--- config.mk ---
export PLATFORM = sky130hd
export DESIGN_NAME = rtc_fields_to_epoch_seconds_unit
export DESIGN_NICKNAME = d
export VERILOG_FILES = /design/src/rtl/rfe_pkg.sv /design/src/rtl/rfe_regs.sv /design/src/rtl/rfe_decode.sv /design/src/rtl/rfe_calendar.sv /design/src/rtl/rfe_scale.sv /design/src/rtl/rtc_fields_to_epoch_seconds_unit.sv
export SDC_FILE = /design/constraint.sdc
export NUM_CORES = 1
export LEC_CHECK = 0
export ABC_AREA = 0
export BUFFER_PORTS_ARGS = -buffer_cell sky130_fd_sc_hd__clkbuf_2
export CORE_ASPECT_RATIO = 1.2
export CORE_MARGIN = 2
export CORE_UTILIZATION = 50
export CTS_BUF_LIST = sky130_fd_sc_hd__clkbuf_8
export DETAILED_ROUTE_END_ITERATION = 7
export PLACE_DENSITY = 0.69
export RECOVER_POWER = 25
export SYNTH_ARGS = -nofsm -noshare
export SYNTH_HDL_FRONTEND = slang
export SYNTH_SLANG_ARGS = --single-unit
--- constraint.sdc ---
create_clock -name clk -period 8.4 [get_ports clk]
set_input_delay 0.84 -clock clk [delete_from_list [all_inputs] [get_ports clk]]
set_output_delay 0.84 -clock clk [all_outputs]
set_load 0.1 [all_outputs]
--- src/rtl/rfe_pkg.sv ---
// shared types, constants and helper functions for the rtc-to-epoch converter
`timescale 1ns / 1ps

package rfe_pkg;

  localparam int unsigned DataWidth = 32;
  localparam int unsigned AddrWidth = 3;
  localparam int unsigned DaysWidth = 17;
  localparam int unsigned TodWidth  = 20;

  // register word index, taken from paddr[2]
  localparam logic RegBcdMode   = 1'b0;
  localparam logic RegHour24    = 1'b1;

  localparam logic [7:0]  PmMask      = 8'h80;
  localparam logic [7:0]  HourMask    = 8'h7F;
  localparam logic [8:0]  YearOffset  = 9'd30;   // 2000 - 1970
  localparam logic [8:0]  LeapOffset  = 9'd31;
  localparam logic [8:0]  DaysPerYear = 9'd365;
  localparam logic [16:0] SecsPerDay  = 17'd86400;
  localparam logic [11:0] SecsPerHour = 12'd3600;
  localparam logic [5:0]  SecsPerMin  = 6'd60;
  localparam logic [7:0]  NoonHour    = 8'd12;
  localparam logic [3:0]  DecIndex    = 4'd11;

  typedef struct packed {
    logic bcd_mode;
    logic hour_24_mode;
  } cfg_t;

  typedef struct packed {
    logic       valid;
    logic [7:0] sec;
    logic [7:0] min;
    logic [7:0] hour;
    logic [7:0] day;
    logic [7:0] mon;
    logic [7:0] year;
  } dec_stage_t;

  typedef struct packed {
    logic                 valid;
    logic [DaysWidth-1:0] days;
    logic [TodWidth-1:0]  tod;
  } cal_stage_t;

  typedef struct packed {
    logic                 valid;
    logic [DataWidth-1:0] day_secs;
    logic [TodWidth-1:0]  tod;
  } mul_stage_t;

  // nibbles above 9 are taken at face value
  function automatic logic [7:0] decode_byte(input logic [7:0] b, input logic bcd);
    logic [7:0] hi;
    logic [7:0] lo;
    hi = {4'b0000, b[7:4]};
    lo = {4'b0000, b[3:0]};
    return bcd ? ((hi << 3) + (hi << 1) + lo) : b;
  endfunction

  function automatic logic [8:0] days_before(input logic [3:0] idx, input logic leap);
    logic [8:0] d;
    unique case (idx)
      4'd0:    d = 9'd0;
      4'd1:    d = 9'd31;
      4'd2:    d = 9'd59;
      4'd3:    d = 9'd90;
      4'd4:    d = 9'd120;
      4'd5:    d = 9'd151;
      4'd6:    d = 9'd181;
      4'd7:    d = 9'd212;
      4'd8:    d = 9'd243;
      4'd9:    d = 9'd273;
      4'd10:   d = 9'd304;
      default: d = 9'd334;
    endcase
    // leap years add one day from march on
    if (leap && (idx >= 4'd2)) begin
      d = d + 9'd1;
    end
    return d;
  endfunction

endpackage

--- src/rtl/rfe_regs.sv ---
// apb configuration registers: bcd mode and 24-hour mode
`timescale 1ns / 1ps

module rfe_regs (
  input  logic                          clk,
  input  logic                          rst,
  input  logic                          psel,
  input  logic                          penable,
  input  logic                          pwrite,
  input  logic [rfe_pkg::AddrWidth-1:0] paddr,
  input  logic [rfe_pkg::DataWidth-1:0] pwdata,
  output logic [rfe_pkg::DataWidth-1:0] prdata,
  output logic                          pready,
  output rfe_pkg::cfg_t                 cfg
);

  logic wr_en;

  assign pready = 1'b1;
  assign wr_en  = psel && penable && pwrite;

  always_ff @(posedge clk) begin
    if (rst) begin
      cfg.bcd_mode     <= 1'b1;
      cfg.hour_24_mode <= 1'b1;
    end else if (wr_en) begin
      if (paddr[2] == rfe_pkg::RegBcdMode) begin
        cfg.bcd_mode <= pwdata[0];
      end else begin
        cfg.hour_24_mode <= pwdata[0];
      end
    end
  end

  always_comb begin
    prdata = '0;
    if (paddr[2] == rfe_pkg::RegHour24) begin
      prdata[0] = cfg.hour_24_mode;
    end else begin
      prdata[0] = cfg.bcd_mode;
    end
  end

endmodule

--- src/rtl/rfe_decode.sv ---
// stage 1: bcd or binary decode of the raw clock bytes, 12-hour fixup
`timescale 1ns / 1ps

module rfe_decode (
  input  logic                clk,
  input  logic                rst,
  input  rfe_pkg::cfg_t       cfg,
  input  logic                in_valid,
  input  logic [7:0]          seconds_raw,
  input  logic [7:0]          minutes_raw,
  input  logic [7:0]          hours_raw,
  input  logic [7:0]          day_raw,
  input  logic [7:0]          month_raw,
  input  logic [7:0]          year_raw,
  output rfe_pkg::dec_stage_t dec
);

  logic [7:0] hour_low;
  logic [7:0] hour_dec;

  always_comb begin
    hour_low = rfe_pkg::decode_byte(hours_raw & rfe_pkg::HourMask, cfg.bcd_mode);
    if (hour_low == rfe_pkg::NoonHour) begin
      hour_low = 8'd0;
    end
    if ((hours_raw & rfe_pkg::PmMask) != 8'd0) begin
      hour_low = hour_low + rfe_pkg::NoonHour;
    end
    hour_dec = cfg.hour_24_mode ? rfe_pkg::decode_byte(hours_raw, cfg.bcd_mode) : hour_low;
  end

  always_ff @(posedge clk) begin
    if (rst) begin
      dec.valid <= 1'b0;
    end else begin
      dec.valid <= in_valid;
    end
  end

  always_ff @(posedge clk) begin
    dec.sec  <= rfe_pkg::decode_byte(seconds_raw, cfg.bcd_mode);
    dec.min  <= rfe_pkg::decode_byte(minutes_raw, cfg.bcd_mode);
    dec.hour <= hour_dec;
    dec.day  <= rfe_pkg::decode_byte(day_raw, cfg.bcd_mode);
    dec.mon  <= rfe_pkg::decode_byte(month_raw, cfg.bcd_mode);
    dec.year <= rfe_pkg::decode_byte(year_raw, cfg.bcd_mode);
  end

endmodule

--- src/rtl/rfe_calendar.sv ---
// stage 2: day count since 1970 and seconds within the day
`timescale 1ns / 1ps

module rfe_calendar (
  input  logic                clk,
  input  logic                rst,
  input  rfe_pkg::dec_stage_t dec,
  output rfe_pkg::cal_stage_t cal
);

  logic [8:0]                    years;
  logic [8:0]                    leap_days;
  logic [3:0]                    mon_idx;
  logic [rfe_pkg::DaysWidth-1:0] year_days;
  logic [rfe_pkg::DaysWidth-1:0] days_sum;
  logic [rfe_pkg::TodWidth-1:0]  tod_sum;

  always_comb begin
    years     = {1'b0, dec.year} + rfe_pkg::YearOffset;
    leap_days = ({1'b0, dec.year} + rfe_pkg::LeapOffset) >> 2;
    // month zero and anything past twelve count as december
    if ((dec.mon >= 8'd1) && (dec.mon <= 8'd12)) begin
      mon_idx = dec.mon[3:0] - 4'd1;
    end else begin
      mon_idx = rfe_pkg::DecIndex;
    end
    year_days = rfe_pkg::DaysWidth'({8'd0, years} * {8'd0, rfe_pkg::DaysPerYear});
    // year base is always above one, so day zero cannot underflow
    days_sum  = year_days
              + {8'd0, leap_days}
              + {8'd0, rfe_pkg::days_before(mon_idx, dec.year[1:0] == 2'd0)}
              + {9'd0, dec.day}
              - rfe_pkg::DaysWidth'(1);
    tod_sum   = {12'd0, dec.sec}
              + rfe_pkg::TodWidth'({6'd0, dec.min} * {8'd0, rfe_pkg::SecsPerMin})
              + rfe_pkg::TodWidth'({12'd0, dec.hour} * {8'd0, rfe_pkg::SecsPerHour});
  end

  always_ff @(posedge clk) begin
    if (rst) begin
      cal.valid <= 1'b0;
    end else begin
      cal.valid <= dec.valid;
    end
  end

  always_ff @(posedge clk) begin
    cal.days <= days_sum;
    cal.tod  <= tod_sum;
  end

endmodule

--- src/rtl/rfe_scale.sv ---
// stages 3 and 4: days times 86400, then add time of day into the output register
`timescale 1ns / 1ps

module rfe_scale (
  input  logic                          clk,
  input  logic                          rst,
  input  rfe_pkg::cal_stage_t           cal,
  output logic                          done,
  output logic [rfe_pkg::DataWidth-1:0] unix_seconds
);

  rfe_pkg::mul_stage_t mul;
  logic [2*rfe_pkg::DaysWidth-1:0] prod;

  assign prod = cal.days * rfe_pkg::SecsPerDay;

  always_ff @(posedge clk) begin
    if (rst) begin
      mul.valid <= 1'b0;
      done      <= 1'b0;
    end else begin
      mul.valid <= cal.valid;
      done      <= mul.valid;
    end
  end

  always_ff @(posedge clk) begin
    // result wraps modulo 2^32
    mul.day_secs <= prod[rfe_pkg::DataWidth-1:0];
    mul.tod      <= cal.tod;
    unix_seconds <= mul.day_secs + {12'd0, mul.tod};
  end

endmodule

--- src/rtl/rtc_fields_to_epoch_seconds_unit.sv ---
// top level: rtc field snapshot to seconds since 1970
//
// usage:
//   drive the six raw clock bytes and pulse start; a transaction is taken at
//   every rising edge with start high and busy low. busy is high only while
//   rst is asserted, so a new snapshot can be taken in every cycle.
//   the result appears on unix_seconds with done high for exactly one cycle,
//   after the transaction has passed four register stages (decode, calendar,
//   multiply, final add). throughput is one per cycle.
//   the receiver cannot stall: every done pulse must be captured as it comes.
//   configuration goes through the apb port: word 0 (address 0) bit 0 is
//   bcd_mode, word 1 (address 4) bit 0 is hour_24_mode, both reset to 1.
//   pready is always high; write only while no transaction is in flight.
//   reset is synchronous and clears every valid bit, so nothing in flight
//   survives it and done is low in the cycle after reset.
`timescale 1ns / 1ps

module rtc_fields_to_epoch_seconds_unit (
  input  logic                          clk,
  input  logic                          rst,
  input  logic                          psel,
  input  logic                          penable,
  input  logic                          pwrite,
  input  logic [rfe_pkg::AddrWidth-1:0] paddr,
  input  logic [rfe_pkg::DataWidth-1:0] pwdata,
  output logic [rfe_pkg::DataWidth-1:0] prdata,
  output logic                          pready,
  input  logic                          start,
  output logic                          busy,
  input  logic [7:0]                    seconds_raw,
  input  logic [7:0]                    minutes_raw,
  input  logic [7:0]                    hours_raw,
  input  logic [7:0]                    day_raw,
  input  logic [7:0]                    month_raw,
  input  logic [7:0]                    year_raw,
  output logic                          done,
  output logic [rfe_pkg::DataWidth-1:0] unix_seconds
);

  rfe_pkg::cfg_t       cfg;
  rfe_pkg::dec_stage_t dec;
  rfe_pkg::cal_stage_t cal;
  logic                accept;

  assign busy   = rst;
  assign accept = start && !busy;

  rfe_regs u_regs (
    .clk     (clk),
    .rst     (rst),
    .psel    (psel),
    .penable (penable),
    .pwrite  (pwrite),
    .paddr   (paddr),
    .pwdata  (pwdata),
    .prdata  (prdata),
    .pready  (pready),
    .cfg     (cfg)
  );

  rfe_decode u_decode (
    .clk         (clk),
    .rst         (rst),
    .cfg         (cfg),
    .in_valid    (accept),
    .seconds_raw (seconds_raw),
    .minutes_raw (minutes_raw),
    .hours_raw   (hours_raw),
    .day_raw     (day_raw),
    .month_raw   (month_raw),
    .year_raw    (year_raw),
    .dec         (dec)
  );

  rfe_calendar u_calendar (
    .clk (clk),
    .rst (rst),
    .dec (dec),
    .cal (cal)
  );

  rfe_scale u_scale (
    .clk          (clk),
    .rst          (rst),
    .cal          (cal),
    .done         (done),
    .unix_seconds (unix_seconds)
  );

  // every transaction yields a done pulse at the end of the pipeline
  a_accept_to_done: assert property (@(posedge clk) disable iff (rst)
    accept |-> ##4 done)
    else $error("transaction did not produce a result");

  // no result without a matching earlier transaction
  a_done_has_source: assert property (@(posedge clk) disable iff (rst)
    done |-> $past(accept, 4))
    else $error("result without a matching transaction");

  // reset flushes the pipeline
  a_reset_flush: assert property (@(posedge clk)
    rst |=> !done)
    else $error("done pulse right after reset");

endmodule

==> results.cfg <==
[clocking]
ctsHoldBuffers = 0
ctsResizeCount = 0
clockRootBuffer = clkbuf_8
clk_latency_ps = 490
clk_pin_slew_ps = 110
cts_buffer_depth = 2
cts_num_sinks = 168
cts_buffers = 17
tritoncts = built
h-tree-depth = 4
postCtsSetupRepairBufs = 0

[yosys]
synth_cells = 1566
yosys_warnings = 0
synth_area_mm2 = 0.0152
synth-seq-cells = 168
synthArstFlopShare_pct = 0
synth-main-ff-cell = dfxtp_1
ys_types = 73
synth-edff-count = 0
avgSynthCellArea_um2 = 9.68
yosysSeqAreaShare_pct = 22.2

[global_route]
grt_start_max_net_pins = 55
grt_pass1_wl_um = 46800
grt_pass1_vias = 10479
overflow = 0
antenna_found_initial = 0
grtUsageTotal_pct = 17.9

[layout]
num-nets-final = 2139
layout.cells.most_common_list = ha_1 (266), inv_1 (255), dfxtp_1 (168)
final_cell_area_mm2 = 0.0163
drive_above_1_share_pct = 9.75
final_common_cell = ha_1
utilization_pct = 55.0
fillers = 2685
syn2layout_area_growth_pct = 7.83
antenna-diode-count = 0

[sta]
worstMarginPinSlew_ps = 2550
slew_violations = 55
whs_ps = 318
layout_min_cycle_time_ps = 7730
timing.fmax_mhz = 129
clock_skew_ps = 24.1
slew_headroom_pct = -70.0
rsz0062_at_grt = no
hold_viol_final = 0
setup_viol = 0
finalCritPeriodShare_pct = 92.0
setup-tns-final_ps = 0

[place]
hpwl_um = 22400
gp_congestion = 0.894
placed_area_mm2 = 0.0159
io_buffer_count = 90

[floorplan]
die_area_mm2 = 0.0317
rows = 69
start_util_pct = 51.0
ios = 156
core_area_mm2 = 0.0297
die_h_um = 195
die_x_um = 163

[worst_setup_path]
start_kind = flop
timing.rr.start = u_decode.dec[8]
critPathKind = reg2reg
slowest_delay_ps = 570
cp-startpoint = u_decode.dec[8]
critical_path_arrival_ps = 8120
cp.required_ps = 8790
worstSetupEndpointType = flop
slowest_stage = fa_1
cp_max_fo = 12

[drt]
dr.pass1.iters = 4
ant_nets = 0
dr_total_vias = 10403
drt_iter0_markers = 455
drt_wl_total_um = 26800
viasPerCell = 5.05
wire_per_inst_um = 13.0
drc = 0

[run]
drv_cap = 1

[run_status]
status = finished, violations left
violations = capacitance limit, slew limit

[worst_hold_path]
hp-start = u_calendar.cal[16]
holdCritPathClass = reg2reg
-- registers in the layout (all words and copies together) (netlist names) --
register              flops
u_decode.dec             49
u_regs.cfg                2
u_scale.unix_seconds     32
u_scale.mul              46
u_scale.done              1
u_calendar.cal           38
-- worst max-delay path, delay by kind of cell (launching register included) --
kind	cells	cell delay (ps)
compound gates	7	1780
xor+xnor	1	210
fa+ha+maj	9	3440
buf+inv	5	380
flops	1	450
simple gates	7	1380
-- per-layer routing --
metal / GRT usage (%) / up-vias / part of all wire [%]
met3: 2.82 / 29 / 2.9
met2: 32.0 / 150 / 50
met5: 0 / - / 0
met1: 22.6 / 4874 / 46
li1: - / 5350 / -
met4: 4.29 / 0 / 1.2
-- synth_stat cells, types with 21 or more instances --
library cell | count | share of area [%]
a21o_1 | 35 | 1.7
a21oi_1 | 87 | 2.9
buf_4 | 33 | 1.6
dfxtp_1 | 168 | 22
fa_1 | 126 | 17
ha_1 | 266 | 22
inv_1 | 255 | 6.3
mux2_2 | 27 | 2.0
nand2_1 | 57 | 1.4
nor2_1 | 78 | 1.9
nor2b_1 | 23 | 0.95
nor3_1 | 21 | 0.69
o21ai_0 | 43 | 1.4
xnor2_1 | 101 | 5.8
xor2_1 | 38 | 2.2
-- cell families (layout without fill, tap and decap cells) --
| kind of cell | count (synthesis) | count (layout) | synth area share, % |
|---|---|---|---|
| other cells | 2 | 32 | 0.0495 |
| simple gates | 251 | 251 | 8.19 |
| flops | 168 | 168 | 22.2 |
| fa+ha+maj | 392 | 392 | 38.6 |
| buf+inv | 305 | 380 | 8.39 |
| compound gates | 277 | 277 | 12.2 |
| mux | 31 | 31 | 2.27 |
| xor+xnor | 140 | 140 | 8.14 |
-- through the flow --
step / worst slack (ps) / std cells
after floorplan: 1240 / 1596
after global placement: 938 / 2029
after detailed placement: 753 / 2029
after CTS: 674 / 2061
after global routing: 63.0 / 2061
final: 670 / 2061
-- final timing paths --
check / slack, ps / depth (start not counted) / end
hold / removal: 320 / 0 / u_scale.mul[16]
setup / recovery: 670 / 29 / u_calendar.cal[36]
hold reg to reg: 320 / 0 / u_scale.mul[16]
setup reg to reg: 670 / 29 / u_calendar.cal[36]
-- final cells by class --
cell class / count / area (um^2) / share of cell area [%]
Multi-Input combinational cell: 1123 / 10600 / 65.1
Sequential cell: 168 / 3360 / 20.6
Inverter: 256 / 961 / 5.88
Tap cell: 390 / 488 / 2.99
Timing Repair Buffer: 92 / 458 / 2.80
Clock buffer: 17 / 234 / 1.43
Clock inverter: 15 / 205 / 1.26
Power is left out: the tool's default activity adds up to more than one toggle a clock period on the data nets, which glitch-free logic cannot reach.
